$ cat src/rtl/kts_pkg.sv
// ----------------------------------------------------------------------------
// kts_pkg
// Shared types, constants and keyword tables of the keyword token scanner.
// ----------------------------------------------------------------------------
package kts_pkg;

	localparam int LINE_BITS      = 16;
	localparam int OFFSET_BITS    = 20;
	localparam int KEYWORD_CHARS  = 6;
	localparam int PREFIX_BITS    = 8 * KEYWORD_CHARS;
	localparam int NUM_KEYWORDS   = 7;
	localparam int KW_MAX_CHARS   = 8;
	localparam int MAX_RESULTS    = 3;
	localparam int PUSH_BITS      = $clog2(MAX_RESULTS + 1);
	localparam int QUEUE_DEPTH    = 8;
	localparam int PTR_BITS       = $clog2(QUEUE_DEPTH);
	localparam int CNT_BITS       = PTR_BITS + 1;

	typedef enum logic [4:0] {
		KIND_NEWLINE = 5'd0,
		KIND_NUMBER  = 5'd1,
		KIND_IDENT   = 5'd2,
		KIND_LET     = 5'd3,
		KIND_CONST   = 5'd4,
		KIND_OUT     = 5'd5,
		KIND_IF      = 5'd6,
		KIND_ELSE    = 5'd7,
		KIND_REPEAT  = 5'd8,
		KIND_TIMES   = 5'd9,
		KIND_STRING  = 5'd10,
		KIND_PLUS    = 5'd11,
		KIND_MINUS   = 5'd12,
		KIND_STAR    = 5'd13,
		KIND_SLASH   = 5'd14,
		KIND_GT      = 5'd15,
		KIND_LT      = 5'd16,
		KIND_EQ      = 5'd17,
		KIND_EQEQ    = 5'd18,
		KIND_LPAREN  = 5'd19,
		KIND_RPAREN  = 5'd20,
		KIND_LBRACE  = 5'd21,
		KIND_RBRACE  = 5'd22,
		KIND_SEMI    = 5'd23,
		KIND_END     = 5'd24,
		KIND_ERROR   = 5'd25
	} kind_t;

	typedef enum logic [5:0] {
		MODE_IDLE   = 6'b000001,
		MODE_NUMBER = 6'b000010,
		MODE_WORD   = 6'b000100,
		MODE_STRING = 6'b001000,
		MODE_EQUAL  = 6'b010000,
		MODE_HALTED = 6'b100000
	} mode_t;

	typedef struct packed {
		mode_t                  mode;
		logic                   quote_single;
		logic [PREFIX_BITS-1:0] prefix;
		logic                   too_long;
		logic [LINE_BITS-1:0]   tok_line;
		logic [LINE_BITS-1:0]   tok_col;
		logic [OFFSET_BITS-1:0] tok_off;
		logic [OFFSET_BITS-1:0] tok_len;
		logic [LINE_BITS-1:0]   cur_line;
		logic [LINE_BITS-1:0]   cur_col;
		logic [OFFSET_BITS-1:0] cur_off;
	} scan_state_t;

	localparam scan_state_t RESET_STATE = '{
		mode:         MODE_IDLE,
		quote_single: 1'b0,
		prefix:       '0,
		too_long:     1'b0,
		tok_line:     LINE_BITS'(1),
		tok_col:      LINE_BITS'(1),
		tok_off:      '0,
		tok_len:      '0,
		cur_line:     LINE_BITS'(1),
		cur_col:      LINE_BITS'(1),
		cur_off:      '0
	};

	typedef struct packed {
		kind_t                  kind;
		logic [LINE_BITS-1:0]   line;
		logic [LINE_BITS-1:0]   column;
		logic [OFFSET_BITS-1:0] offset;
		logic [OFFSET_BITS-1:0] length;
		logic                   last;
	} tok_rec_t;

	typedef struct packed {
		logic [PUSH_BITS-1:0] push_n;
		logic                 halted;
	} scan_status_t;

	typedef struct packed {
		logic [CNT_BITS-1:0] count;
		logic                room;
	} queue_status_t;

	// keyword text, first character in the low byte
	localparam logic [8*KW_MAX_CHARS-1:0] KW_TEXT [NUM_KEYWORDS] = '{
		64'h0000_0000_0074_656c,
		64'h0000_0074_736e_6f63,
		64'h0000_0000_0074_756f,
		64'h0000_0000_0000_6669,
		64'h0000_0000_6573_6c65,
		64'h0000_7461_6570_6572,
		64'h0000_0073_656d_6974
	};

	localparam logic [3:0] KW_LEN [NUM_KEYWORDS] = '{
		4'd3, 4'd5, 4'd3, 4'd2, 4'd4, 4'd6, 4'd5
	};

	localparam kind_t KW_KIND [NUM_KEYWORDS] = '{
		KIND_LET, KIND_CONST, KIND_OUT, KIND_IF, KIND_ELSE, KIND_REPEAT, KIND_TIMES
	};

	function automatic kind_t word_kind(input logic [PREFIX_BITS-1:0] prefix,
			input logic too_long, input logic [OFFSET_BITS-1:0] len);
		kind_t k;
		logic  same;
		k = KIND_IDENT;
		if (!too_long && len <= OFFSET_BITS'(KEYWORD_CHARS)) begin
			for (int w = NUM_KEYWORDS - 1; w >= 0; w--) begin
				same = (len == OFFSET_BITS'(KW_LEN[w])) && (int'(KW_LEN[w]) <= KEYWORD_CHARS);
				for (int i = 0; i < KEYWORD_CHARS; i++) begin
					if (i < int'(KW_LEN[w]) && prefix[8*i +: 8] != KW_TEXT[w][8*i +: 8]) begin
						same = 1'b0;
					end
				end
				if (same) begin
					k = KW_KIND[w];
				end
			end
		end
		return k;
	endfunction

	// error kind means no single-character operator
	function automatic kind_t op_kind(input logic [7:0] c);
		kind_t k;
		case (c)
			"+": k = KIND_PLUS;
			"-": k = KIND_MINUS;
			"*": k = KIND_STAR;
			"/": k = KIND_SLASH;
			">": k = KIND_GT;
			"<": k = KIND_LT;
			"(": k = KIND_LPAREN;
			")": k = KIND_RPAREN;
			"{": k = KIND_LBRACE;
			"}": k = KIND_RBRACE;
			";": k = KIND_SEMI;
			default: k = KIND_ERROR;
		endcase
		return k;
	endfunction

endpackage

$ cat src/rtl/kts_scan.sv
// ----------------------------------------------------------------------------
// kts_scan
// Scanner state register and per-word next-state and token record logic.
// ----------------------------------------------------------------------------
module kts_scan (
	input  logic                                          clk,
	input  logic                                          arst_n,
	input  logic [7:0]                                    src_byte,
	input  logic                                          src_final,
	input  logic                                          fire,
	output kts_pkg::tok_rec_t [kts_pkg::MAX_RESULTS-1:0] recs,
	output kts_pkg::scan_status_t                         status
);

	kts_pkg::scan_state_t state_q;
	kts_pkg::scan_state_t nx;
	kts_pkg::tok_rec_t    cand [4];
	logic [3:0]           cand_v;
	logic [kts_pkg::PUSH_BITS-1:0] n;
	logic                 dispatch;
	logic                 halt_now;
	logic                 is_digit;
	logic                 is_alpha;
	logic                 is_space;
	logic [7:0]           quote;

	function automatic logic [kts_pkg::LINE_BITS-1:0] sat_line(
			input logic [kts_pkg::LINE_BITS-1:0] v);
		return (&v) ? v : v + kts_pkg::LINE_BITS'(1);
	endfunction

	function automatic logic [kts_pkg::OFFSET_BITS-1:0] sat_off(
			input logic [kts_pkg::OFFSET_BITS-1:0] v);
		return (&v) ? v : v + kts_pkg::OFFSET_BITS'(1);
	endfunction

	function automatic kts_pkg::tok_rec_t mk_rec(input kts_pkg::kind_t kind,
			input logic [kts_pkg::LINE_BITS-1:0] line,
			input logic [kts_pkg::LINE_BITS-1:0] col,
			input logic [kts_pkg::OFFSET_BITS-1:0] off,
			input logic [kts_pkg::OFFSET_BITS-1:0] len);
		kts_pkg::tok_rec_t r;
		r.kind   = kind;
		r.line   = line;
		r.column = col;
		r.offset = off;
		r.length = len;
		r.last   = 1'b0;
		return r;
	endfunction

	function automatic logic pending(input kts_pkg::scan_state_t st);
		return st.mode == kts_pkg::MODE_NUMBER || st.mode == kts_pkg::MODE_WORD ||
			st.mode == kts_pkg::MODE_STRING || st.mode == kts_pkg::MODE_EQUAL;
	endfunction

	function automatic kts_pkg::tok_rec_t flush_rec(input kts_pkg::scan_state_t st);
		kts_pkg::kind_t k;
		case (st.mode)
			kts_pkg::MODE_NUMBER: k = kts_pkg::KIND_NUMBER;
			kts_pkg::MODE_WORD:   k = kts_pkg::word_kind(st.prefix, st.too_long, st.tok_len);
			kts_pkg::MODE_STRING: k = kts_pkg::KIND_STRING;
			default:              k = kts_pkg::KIND_EQ;
		endcase
		return mk_rec(k, st.tok_line, st.tok_col, st.tok_off, st.tok_len);
	endfunction

	assign is_digit = src_byte >= "0" && src_byte <= "9";
	assign is_alpha = (src_byte >= "a" && src_byte <= "z") || (src_byte >= "A" && src_byte <= "Z");
	assign is_space = src_byte == " " || src_byte == 8'h09 || src_byte == 8'h0a ||
		src_byte == 8'h0d || src_byte == 8'h0b || src_byte == 8'h0c;
	assign quote    = state_q.quote_single ? 8'h27 : 8'h22;

	always_comb begin
		nx       = state_q;
		cand_v   = '0;
		dispatch = 1'b0;
		halt_now = 1'b0;
		cand[0]  = flush_rec(state_q);
		cand[1]  = mk_rec(kts_pkg::KIND_NEWLINE, state_q.cur_line, state_q.cur_col,
			state_q.cur_off, kts_pkg::OFFSET_BITS'(1));
		cand[2]  = cand[0];
		cand[3]  = mk_rec(kts_pkg::KIND_END, state_q.cur_line, state_q.cur_col,
			state_q.cur_off, '0);

		if (state_q.mode == kts_pkg::MODE_HALTED) begin
			nx = state_q;
		end else if (src_byte == 8'h00) begin
			// zero byte is not consumed: flush, then end at its position
			cand_v[0] = pending(state_q);
			cand_v[3] = 1'b1;
			nx        = kts_pkg::RESET_STATE;
		end else begin
			case (state_q.mode)
				kts_pkg::MODE_NUMBER: begin
					if (is_digit) begin
						nx.tok_len = sat_off(state_q.tok_len);
					end else begin
						cand_v[0] = 1'b1;
						dispatch  = 1'b1;
					end
				end
				kts_pkg::MODE_WORD: begin
					if (is_digit || is_alpha) begin
						if (!state_q.too_long &&
								state_q.tok_len < kts_pkg::OFFSET_BITS'(kts_pkg::KEYWORD_CHARS)) begin
							for (int i = 0; i < kts_pkg::KEYWORD_CHARS; i++) begin
								if (state_q.tok_len == kts_pkg::OFFSET_BITS'(i)) begin
									nx.prefix[8*i +: 8] = src_byte;
								end
							end
						end else begin
							nx.too_long = 1'b1;
						end
						nx.tok_len = sat_off(state_q.tok_len);
					end else begin
						cand_v[0] = 1'b1;
						dispatch  = 1'b1;
					end
				end
				kts_pkg::MODE_STRING: begin
					if (src_byte == quote) begin
						cand_v[0] = 1'b1;
						nx.mode   = kts_pkg::MODE_IDLE;
					end else begin
						nx.tok_len = sat_off(state_q.tok_len);
					end
				end
				kts_pkg::MODE_EQUAL: begin
					cand_v[0] = 1'b1;
					if (src_byte == "=") begin
						cand[0].kind   = kts_pkg::KIND_EQEQ;
						cand[0].length = kts_pkg::OFFSET_BITS'(2);
						nx.mode        = kts_pkg::MODE_IDLE;
					end else begin
						dispatch = 1'b1;
					end
				end
				default: begin
					dispatch = 1'b1;
				end
			endcase

			if (dispatch) begin
				nx.mode = kts_pkg::MODE_IDLE;
				if (is_space) begin
					cand_v[1] = src_byte == 8'h0a;
				end else if (is_digit || is_alpha || src_byte == 8'h22 ||
						src_byte == 8'h27 || src_byte == "=") begin
					// new token starts at the current position
					nx.tok_line = state_q.cur_line;
					nx.tok_col  = state_q.cur_col;
					nx.tok_off  = state_q.cur_off;
					nx.prefix   = '0;
					nx.too_long = 1'b0;
					nx.tok_len  = kts_pkg::OFFSET_BITS'(1);
					if (is_digit) begin
						nx.mode = kts_pkg::MODE_NUMBER;
					end else if (is_alpha) begin
						nx.prefix = kts_pkg::PREFIX_BITS'(src_byte);
						nx.mode   = kts_pkg::MODE_WORD;
					end else if (src_byte == "=") begin
						nx.mode = kts_pkg::MODE_EQUAL;
					end else begin
						nx.tok_len      = '0;
						nx.quote_single = src_byte == 8'h27;
						nx.mode         = kts_pkg::MODE_STRING;
					end
				end else begin
					cand_v[1]    = 1'b1;
					cand[1].kind = kts_pkg::op_kind(src_byte);
					if (cand[1].kind == kts_pkg::KIND_ERROR) begin
						halt_now = 1'b1;
						nx.mode  = kts_pkg::MODE_HALTED;
					end
				end
			end

			if (!halt_now) begin
				if (src_byte == 8'h0a) begin
					nx.cur_line = sat_line(state_q.cur_line);
					nx.cur_col  = kts_pkg::LINE_BITS'(1);
				end else begin
					nx.cur_col = sat_line(state_q.cur_col);
				end
				nx.cur_off = sat_off(state_q.cur_off);

				if (src_final) begin
					// flush what this word left open, end after the word
					cand_v[2] = pending(nx);
					cand[2]   = flush_rec(nx);
					cand_v[3] = 1'b1;
					cand[3]   = mk_rec(kts_pkg::KIND_END, nx.cur_line, nx.cur_col,
						nx.cur_off, '0);
					nx        = kts_pkg::RESET_STATE;
				end
			end
		end
	end

	// pack the valid candidates in order
	always_comb begin
		recs = '0;
		n    = '0;
		for (int j = 0; j < 4; j++) begin
			if (cand_v[j] && n < kts_pkg::PUSH_BITS'(kts_pkg::MAX_RESULTS)) begin
				recs[n] = cand[j];
				n       = n + kts_pkg::PUSH_BITS'(1);
			end
		end
		if (n != '0) begin
			recs[n - kts_pkg::PUSH_BITS'(1)].last = 1'b1;
		end
	end

	always_ff @(posedge clk or negedge arst_n) begin
		if (!arst_n) begin
			state_q <= kts_pkg::RESET_STATE;
		end else if (fire) begin
			state_q <= nx;
		end
	end

	assign status.push_n = fire ? n : '0;
	assign status.halted = state_q.mode == kts_pkg::MODE_HALTED;

endmodule

$ cat src/rtl/kts_queue.sv
// ----------------------------------------------------------------------------
// kts_queue
// Token record queue: takes up to three records a cycle, hands out one.
// ----------------------------------------------------------------------------
module kts_queue (
	input  logic                                          clk,
	input  logic                                          arst_n,
	input  logic [kts_pkg::PUSH_BITS-1:0]                 push_n,
	input  kts_pkg::tok_rec_t [kts_pkg::MAX_RESULTS-1:0] recs,
	input  logic                                          pop_ready,
	output logic                                          head_valid,
	output kts_pkg::tok_rec_t                             head,
	output kts_pkg::queue_status_t                        status
);

	kts_pkg::tok_rec_t             mem_q [kts_pkg::QUEUE_DEPTH];
	logic [kts_pkg::PTR_BITS-1:0]  wr_ptr_q;
	logic [kts_pkg::PTR_BITS-1:0]  rd_ptr_q;
	logic [kts_pkg::CNT_BITS-1:0]  count_q;
	logic                          pop;

	assign head_valid = count_q != '0;
	assign head       = mem_q[rd_ptr_q];
	assign pop        = head_valid && pop_ready;

	always_ff @(posedge clk) begin
		for (int i = 0; i < kts_pkg::MAX_RESULTS; i++) begin
			if (kts_pkg::PUSH_BITS'(i) < push_n) begin
				mem_q[wr_ptr_q + kts_pkg::PTR_BITS'(i)] <= recs[i];
			end
		end
	end

	always_ff @(posedge clk or negedge arst_n) begin
		if (!arst_n) begin
			wr_ptr_q <= '0;
			rd_ptr_q <= '0;
			count_q  <= '0;
		end else begin
			wr_ptr_q <= wr_ptr_q + kts_pkg::PTR_BITS'(push_n);
			rd_ptr_q <= rd_ptr_q + kts_pkg::PTR_BITS'(pop);
			count_q  <= count_q + kts_pkg::CNT_BITS'(push_n) - kts_pkg::CNT_BITS'(pop);
		end
	end

	// room for a full burst regardless of this cycle's pop
	assign status.count = count_q;
	assign status.room  = count_q <=
		kts_pkg::CNT_BITS'(kts_pkg::QUEUE_DEPTH - kts_pkg::MAX_RESULTS);

endmodule

$ cat src/rtl/keyword_token_scanner_top.sv
// ----------------------------------------------------------------------------
// keyword_token_scanner_top
// Byte-stream tokenizer emitting kind, position, offset and length records.
// ----------------------------------------------------------------------------
// Input channel: in_valid/in_ready carry one source word (source_byte,
// final_byte). A zero byte or final_byte ends the source and emits END.
// Output channel: out_valid/out_ready carry one token record per transfer;
// last_of_run marks the final record caused by one source word.
// Each accepted word is held in an input register and scanned from it
// once the queue has room; its records land in an eight-entry queue,
// and the first record is visible once the queue has registered it.
// Throughput is one source word per cycle while each word yields at most
// one record and out_ready is high; a word yielding up to three records
// drains at one record per cycle while out_ready is high, and the scanner
// waits while the queue has fewer than three free entries.
// Reset clears the scanner to line 1, column 1, offset 0 and empties the
// queue. After an error token the scanner keeps accepting words but emits
// nothing until reset. A stalled receiver fills the queue and then holds
// in_ready low; nothing is dropped.
// ----------------------------------------------------------------------------
module keyword_token_scanner_top (
	input  logic                              clk,
	input  logic                              arst_n,
	input  logic                              in_valid,
	output logic                              in_ready,
	input  logic [7:0]                        source_byte,
	input  logic                              final_byte,
	output logic                              out_valid,
	input  logic                              out_ready,
	output logic [4:0]                        token_kind,
	output logic [kts_pkg::LINE_BITS-1:0]     start_line,
	output logic [kts_pkg::LINE_BITS-1:0]     start_column,
	output logic [kts_pkg::OFFSET_BITS-1:0]   start_offset,
	output logic [kts_pkg::OFFSET_BITS-1:0]   text_length,
	output logic                              last_of_run
);

	logic                                          valid_s1;
	logic [7:0]                                    byte_s1;
	logic                                          final_s1;
	logic                                          fire;
	kts_pkg::tok_rec_t [kts_pkg::MAX_RESULTS-1:0] recs;
	kts_pkg::scan_status_t                         scan_stat;
	kts_pkg::queue_status_t                        q_stat;
	kts_pkg::tok_rec_t                             head;

	assign fire     = valid_s1 && q_stat.room;
	assign in_ready = !valid_s1 || fire;

	always_ff @(posedge clk or negedge arst_n) begin
		if (!arst_n) begin
			valid_s1 <= 1'b0;
		end else if (in_ready) begin
			valid_s1 <= in_valid;
		end
	end

	always_ff @(posedge clk) begin
		if (in_valid && in_ready) begin
			byte_s1  <= source_byte;
			final_s1 <= final_byte;
		end
	end

	kts_scan u_scan (
		.clk       (clk),
		.arst_n    (arst_n),
		.src_byte  (byte_s1),
		.src_final (final_s1),
		.fire      (fire),
		.recs      (recs),
		.status    (scan_stat)
	);

	kts_queue u_queue (
		.clk        (clk),
		.arst_n     (arst_n),
		.push_n     (scan_stat.push_n),
		.recs       (recs),
		.pop_ready  (out_ready),
		.head_valid (out_valid),
		.head       (head),
		.status     (q_stat)
	);

	assign token_kind   = head.kind;
	assign start_line   = head.line;
	assign start_column = head.column;
	assign start_offset = head.offset;
	assign text_length  = head.length;
	assign last_of_run  = head.last;

`ifndef SYNTH
	a_queue_bound: assert property (@(posedge clk) disable iff (!arst_n)
		q_stat.count <= kts_pkg::CNT_BITS'(kts_pkg::QUEUE_DEPTH))
		else $error("token queue overflow");

	a_halted_silent: assert property (@(posedge clk) disable iff (!arst_n)
		scan_stat.halted |-> scan_stat.push_n == '0)
		else $error("records pushed while halted");

	a_count_track: assert property (@(posedge clk) disable iff (!arst_n)
		(scan_stat.push_n != '0 && !(out_valid && out_ready)) |=>
		q_stat.count == $past(q_stat.count) + kts_pkg::CNT_BITS'($past(scan_stat.push_n)))
		else $error("queue count lost pushed records");
`endif

endmodule
$ cat config.mk
export PLATFORM = sky130hd
export DESIGN_NAME = keyword_token_scanner_top
export DESIGN_NICKNAME = d
export VERILOG_FILES = /design/src/rtl/kts_pkg.sv /design/src/rtl/kts_scan.sv /design/src/rtl/kts_queue.sv /design/src/rtl/keyword_token_scanner_top.sv
export SDC_FILE = /design/constraint.sdc
export NUM_CORES = 2
export LEC_CHECK = 0
export ABC_CLOCK_PERIOD_IN_PS = 14300
export BUFFER_PORTS_ARGS = -buffer_cell sky130_fd_sc_hd__buf_2
export CORE_AREA = 2 2 353 355
export CTS_CLUSTER_DIAMETER = 60
export DETAILED_ROUTE_END_ITERATION = 6
export DIE_AREA = 0 0 355 357
export GPL_ROUTABILITY_DRIVEN = 0
export PLACE_DENSITY = 0.65
export SLEW_MARGIN = 20
export SYNTH_ARGS = -nofsm -noshare
export SYNTH_HDL_FRONTEND = slang
export SYNTH_SLANG_ARGS = --single-unit
$ cat constraint.sdc
create_clock -name clk -period 14.3 [get_ports clk]
set_input_delay 2.145 -clock clk [delete_from_list [all_inputs] [get_ports clk]]
set_output_delay 2.145 -clock clk [all_outputs]
set_load 0.02 [all_outputs]
Word-level counts from Yosys, hierarchy flattened

Memory sizes are Yosys's and may differ from the RTL's.
Cells that the tools add are included.

Bits in registers: 200
Bits in latches: 0
Bits in writable memories: 624
Bits in read-only memories: 0
Input port bits: 13
Output and inout port bits: 80
Logic and storage cells: 442
Memories: 1

$add $sub $neg: 14
$mul: 0
Divide/modulo/power cells: 0
Magnitude comparators: 24
Equality and inequality tests: 91
Shift-type cells: 0
Multiplexer cells: 248
Bitwise gates (word level): 1
Reductions and logical operators: 46

Memories:

| name          | depth | width | rd ports | clocked after Yosys merged registers in | wr ports | RTL line        | RTL |
|---|---|---|---|---|---|---|---|
| u_queue.mem_q | 8     | 78    | 1        | 0                                       | 3        | kts_queue.sv:16 | `kts_pkg::tok_rec_t mem_q [kts_pkg::QUEUE_DEPTH];` |

Operators by type and width:

| cell                    | number |
|---|---|
| $bwmux W234             | 4 |
| $mux W234               | 4 |
| $demux W78 S2           | 4 |
| $mux W156               | 4 |
| $mux W180               | 3 |
| $mux W128               | 4 |
| $ne A8 B7 Y1 const B    | 48 |
| $mux W78                | 4 |
| $mux W20                | 11 |
| $mux W49                | 3 |
| $mux W1                 | 141 |
| $mux W122               | 1 |
| $eq A20 B3 Y1 const B   | 6 |
| $mux W5                 | 24 |
| $eq A8 B6 Y1 const B    | 13 |
| $eq A20 B2 Y1 const B   | 4 |
| $mux W16                | 4 |
| $pmux W20 S3            | 1 |
| $mux W8                 | 7 |
| $pmux W5 S11            | 1 |
| $mux W48                | 1 |
| $add A20 B1 Y20 const B | 2 |
| $eq A8 B4 Y1 const B    | 5 |
| $le A20 B3 Y1 const B   | 2 |
| other kinds (53)        | 123 |

Logic depth before layout (Yosys ltp)

Word-level depth: 50
Depth in mapped cells: 28
Depth with buffers taken out: 22

Cells and area by module

Synthesis repeated with hierarchy kept, for this count alone.

Cells, all modules: 6625
Area total of the unflattened synthesis: 59316.9 um2

By module, submodules not included:

| module                    | instances | cells each | area each (um2) | seq. area each (um2) |
|---|---|---|---|---|
| kts_queue                 | 1         | 4396       | 42181.7         | 18988.2 |
| kts_scan                  | 1         | 2215       | 16804.9         | 4510.6 |
| keyword_token_scanner_top | 1         | 14         | 330.3           | 295.3 |

Worst setup path before layout

Ideal clock, no wire load.

Kind: register to register
Start point: reg byte_s1[1]
End point: mem u_queue.mem_q[2][0] (netlist name) (enable)
Setup time: 629 ps
Data arrival time: 10422 ps
Data required time: 13671 ps
Path slack: 3248 ps
Cell stages (with the launch flop): 24
Path buffers: 7
Clock period less this slack: 11052 ps
Path through: edfxtp_1 > buf_6 > or4_4 > o221ai_4 > o21a_2 > buf_6 > buf_2 > buf_2 > nor3_1 > o21a_1 > clkbuf_1 > ha_1 > nand2b_1 > a211o_1 > buf_2 > nand2_1 > inv_1 > ha_1 > a211oi_4 > buf_2 > a21oi_1 > a221oi_1 > nor2_1 > o31ai_1

RTL lines:

| element                | RTL line                        | RTL |
|---|---|---|
| start, declared        | keyword_token_scanner_top.sv:39 | `logic [7:0] byte_s1;` |
| start signal, assigned | keyword_token_scanner_top.sv:60 | `byte_s1 <= source_byte;` |
| end, declared          | kts_queue.sv:16                 |  |

==> metrics.md <==
| Metric | Value |
|---|---|
| Most used DFF post-synth | `sky130_fd_sc_hd__edfxtp_1` |
| Total power | `11.3 mW` |
| Die outline width | `355 µm` |
| Clock latency of the later-clocked register in the worst-skew pair | `0.72 ns` |
| Arrival time reported for the critical path endpoint | `9.58 ns` |
| Detailed-route via count | `43400` |
| Number of port buffers | `92` |
| Number of global-route vias before repair | `40400` |
| Critical path start-end classification | `flip-flop to flip-flop` |
| Cell internal power dissipation | `6.41 mW` |
| Least setup slack across all paths after layout | `5.25 ns` |
| Initial Util | `0.398` |
| Part of the power in the clock network | `0.219` |
| Count of placed standard cells in the final layout, fillers left out | `6142` |
| Largest area contributor in the synthesized netlist | `sky130_fd_sc_hd__edfxtp_1` |
| Half-perimeter wire length of the detailed placement result | `118000 µm` |
| Maximum number of pins on one net before global-route repair | `82` |
| Synth warn | `0` |
| Share of the clock period used by the worst path | `0.633` |
| IO Count | `93` |
| Number of maximum-capacitance constraint violations | `0` |
| Netlist Area Pre-Place | `0.0489 mm²` |
| DRT Wirelength | `187000 µm` |
| EDFF count, synth | `633` |
| Initial antenna violation count | `6` |
| Clock tree skew after final layout | `0.0441 ns` |
| Crit-path leading delay family | `compound AO/OA/AOI/OAI gates` |
| Max Root-Sink Buffers | `3` |
| Distinct cell type count of the synthesized netlist | `105` |
| Element type at the critical path start | `flip-flop` |
| Rel. slew slack | `0.145` |
| Share of power burned in combinational logic | `0.465` |
| Core region area | `0.123 mm²` |
| H-tree levels | `3` |
| Final routed DRC violation total | `1` |
| Switching power | `4.88 mW` |
| Tightest Hold Check Type | `flip-flop to flip-flop` |
| Synth-to-Final Area Change | `10.8%` |
| Routed wire per std cell | `30.5 µm` |
| Post-detailed-route via-to-cell ratio | `7.06` |
| Final-stage net count | `4463` |
| Static leakage | `18.2 nW` |
| Antenna viol nets, final | `0` |
| Master cell of the clock root buffer | `sky130_fd_sc_hd__clkbuf_16` |
| Crit path buffers/inverters | `3` |
| Total die area | `0.127 mm²` |
| Proportion of total power due to net switching | `0.432` |
| Syn avg cell area | `10.7 µm²` |
| Maximum frequency from static timing analysis | `110 MHz` |
| Power Dens Cells | `208 mW/mm²` |
| Post-synth top area share | `0.389` |
| Global-route wire length before repair | `273000 µm` |
| Maximum VDD drop | `0.000153 V` |
| Cell Count Post-Placement | `5958` |
| Failing checks | `DRC` |
| Net Count, Synth | `4618` |
| Placement Rows | `129` |
| Post-CTS Hold Buffers | `0` |
| Biggest fanout along the worst timing path | `33` |
| Portion of total power attributed to sequential cells | `0.316` |
| CP max-delay cell | `sky130_fd_sc_hd__edfxtp_1` |
| Number of buffers added by the clock tree synthesis step | `94` |
| Number of hold violations in the final report | `0` |
| Worst hold slack after final layout | `0.486 ns` |
| Gr usage total | `0.286` |
| Largest cells by area after synthesis | `sky130_fd_sc_hd__edfxtp_1 39%, sky130_fd_sc_hd__dfrtp_1 9.5%, sky130_fd_sc_hd__mux4_2 7.2%, sky130_fd_sc_hd__o221ai_1 4.1%, sky130_fd_sc_hd__nand2_1 4.0%` |
| Post-place setup slack | `5.59 ns` |
| Crit. End Element | `flip-flop` |
| Number of fill cells in the layout | `11400` |
| Proportion of synthesized chip area in sequential cells | `0.486` |
| Required time of the critical path | `14.83 ns` |
| DRT Pass-1 Iters | `7` |
| Post-Syn Instances | `4578` |
| Number of gates given a new drive strength after cts | `0` |
| Register bit total from synthesis | `824` |
| Share of layout cells above drive strength 1 | `0.166` |
| List of cells traversed by the critical path | `o21ai_0 > a2111oi_2 > o21a_2 > nor3_1 > o21a_1 > ha_1 > nand2b_1 > a211o_1 > nand2_1 > inv_1 > ha_1 > a211oi_4 > a221oi_2 > a211oi_4 > inv_2 > or2_2 > nand2_2 > buf_4 > nand2_1 > o22ai_1` |
| DRC marker count from the first detailed-route iteration | `7547` |
| Count of final max-slew check failures | `0` |
| Final setup viols | `0` |
| RSZ-0062 raised after global routing | `no` |
| Vertical extent of the die | `357 µm` |
| Shortest clock period the worst path allows after layout | `9.05 ns` |
| CTS tree | `yes` |
| Stage delay of the slowest cell on the critical path | `0.79 ns` |
| Clock-pin slew of the registers on the worst-case setup and hold paths | `0.06 ns` |
| Transition at the pin with the smallest max-transition slack | `1.28 ns` |
| Proportion of register bits with asynchronous set or reset after synthesis | `0.232` |
| Overflow left after global routing | `0` |
| Status | `finished, violations left` |
| Setup_tns | `0 ns` |
| Count of buffers added by post-CTS timing repair for setup | `0` |
| CTS sink count | `824` |
tightest hold or removal path: stages, from the launching register on:
cell                      delay (ns)
sky130_fd_sc_hd__dfstp_2        0.39
sky130_fd_sc_hd__nand2_1        0.05
sky130_fd_sc_hd__nand2_1        0.04
Yosys cell counts (17+ instances only):
| cell type | instances |
|---|---|
| sky130_fd_sc_hd__a21o_1 | 31 |
| sky130_fd_sc_hd__a21oi_1 | 251 |
| sky130_fd_sc_hd__a221o_1 | 31 |
| sky130_fd_sc_hd__a221oi_1 | 142 |
| sky130_fd_sc_hd__a22o_1 | 106 |
| sky130_fd_sc_hd__a22oi_1 | 107 |
| sky130_fd_sc_hd__a31oi_1 | 21 |
| sky130_fd_sc_hd__and2_1 | 27 |
| sky130_fd_sc_hd__and3_1 | 34 |
| sky130_fd_sc_hd__buf_1 | 40 |
| sky130_fd_sc_hd__buf_2 | 48 |
| sky130_fd_sc_hd__clkbuf_1 | 364 |
| sky130_fd_sc_hd__dfrtp_1 | 186 |
| sky130_fd_sc_hd__edfxtp_1 | 633 |
| sky130_fd_sc_hd__ha_1 | 25 |
| sky130_fd_sc_hd__inv_1 | 37 |
| sky130_fd_sc_hd__mux2_2 | 86 |
| sky130_fd_sc_hd__mux2i_1 | 50 |
| sky130_fd_sc_hd__mux4_2 | 156 |
| sky130_fd_sc_hd__nand2_1 | 518 |
| sky130_fd_sc_hd__nand2b_1 | 23 |
| sky130_fd_sc_hd__nand3_1 | 99 |
| sky130_fd_sc_hd__nand4_1 | 34 |
| sky130_fd_sc_hd__nor2_1 | 295 |
| sky130_fd_sc_hd__nor3_1 | 95 |
| sky130_fd_sc_hd__nor4_1 | 37 |
| sky130_fd_sc_hd__o211ai_1 | 21 |
| sky130_fd_sc_hd__o21ai_0 | 205 |
| sky130_fd_sc_hd__o21ai_1 | 48 |
| sky130_fd_sc_hd__o221ai_1 | 228 |
| sky130_fd_sc_hd__o22ai_1 | 248 |
| sky130_fd_sc_hd__o31ai_1 | 54 |
| sky130_fd_sc_hd__or3_1 | 17 |
| sky130_fd_sc_hd__xnor2_1 | 24 |
| sky130_fd_sc_hd__xor2_1 | 22 |
sequential cells by signal (all words and copies together), names as in the netlist:
signal,count
byte_s1,8
final_s1,1
u_queue.count_q,4
u_queue.mem_q,624
u_queue.rd_ptr_q,3
u_queue.wr_ptr_q,3
u_scan.cand,104
u_scan.state_q,76
valid_s1,1
path summary, 6_finish.rpt:
| path | from | endpoint | slack, ns | depth (start not counted) |
|---|---|---|---|---|
| worst max-delay path | byte_s1[3] | u_queue.mem_q[2][3] | 5.25 | 20 |
| worst min-delay path | u_scan.state_q[174] | u_scan.state_q[174] | 0.49 | 2 |
| worst max register to register | byte_s1[3] | u_queue.mem_q[2][3] | 5.25 | 20 |
| worst min register to register | u_scan.state_q[174] | u_scan.state_q[174] | 0.49 | 2 |
| max in group asynchronous | arst_n | u_scan.state_q[127] | 10.78 | 3 |
| min in group asynchronous | arst_n | u_scan.cand[199] | 1.49 | 1 |
cells in the final DEF (no fill, tap or decap), types with 91 or more instances in the layout:
master	synthesis	layout
sky130_fd_sc_hd__nand3_1	99	92
sky130_fd_sc_hd__a22oi_1	107	107
sky130_fd_sc_hd__mux4_2	156	156
sky130_fd_sc_hd__a22o_1	106	106
sky130_fd_sc_hd__nor3_1	95	91
sky130_fd_sc_hd__buf_2	48	91
sky130_fd_sc_hd__clkbuf_16	0	95
sky130_fd_sc_hd__a21oi_1	251	236
sky130_fd_sc_hd__o221ai_1	228	228
sky130_fd_sc_hd__nand2_1	518	506
sky130_fd_sc_hd__a221oi_1	142	142
sky130_fd_sc_hd__nor2_1	295	282
sky130_fd_sc_hd__o22ai_1	248	246
sky130_fd_sc_hd__buf_4	0	107
sky130_fd_sc_hd__dfrtp_1	186	183
sky130_fd_sc_hd__edfxtp_1	633	633
sky130_fd_sc_hd__o21ai_0	205	200
stage by stage:
step	utilization	area, µm²
global route	0.441	54200
detailed placement	0.413	50900
finish	0.441	54200
CTS	0.439	54000
global placement	0.413	50800
floorplan	-	48900
area by class of cell:
class	instances	area, µm²	area share
antenna	3	7.51	0.000139
clock buffer	120	2520	0.0465
clock inverter	55	598	0.0110
inverter	40	150	0.00277
multi-input combinational	3259	23700	0.437
sequential	824	23800	0.439
tap	1637	2050	0.0378
timing repair buffer	204	1390	0.0256
power groups by stage:
stage                     clock network (mW)  registers [mW]  logic, mW
after floorplan                            0            3.50       3.43
after CTS                               2.48            3.56       5.07
after global placement                     0            3.59       4.97
final                                   2.47            3.57       5.25
after detailed placement                   0            3.61       5.05
after global routing                    2.57            3.59       5.51
cells by family (layout without fill, tap and decap cells):
logic type,after synthesis,count (layout),synth area share
other cells,0,3,0
mux,292,292,0.102
xor+xnor,46,46,0.00824
flops,824,824,0.486
simple gates,1288,1288,0.123
compound gates,1606,1606,0.233
buf+inv,495,419,0.0397
fa+ha+maj,27,27,0.00721
per-layer routing:
| metal | GRT usage | wire length (µm) |
|---|---|---|
| met3 | 0.100 | 30000 |
| met5 | 0 | 28 |
| met2 | 0.417 | 79300 |
| met4 | 0.111 | 8130 |
| met1 | 0.389 | 70100 |
No activity file was read; power rests on OpenSTA's default activity.
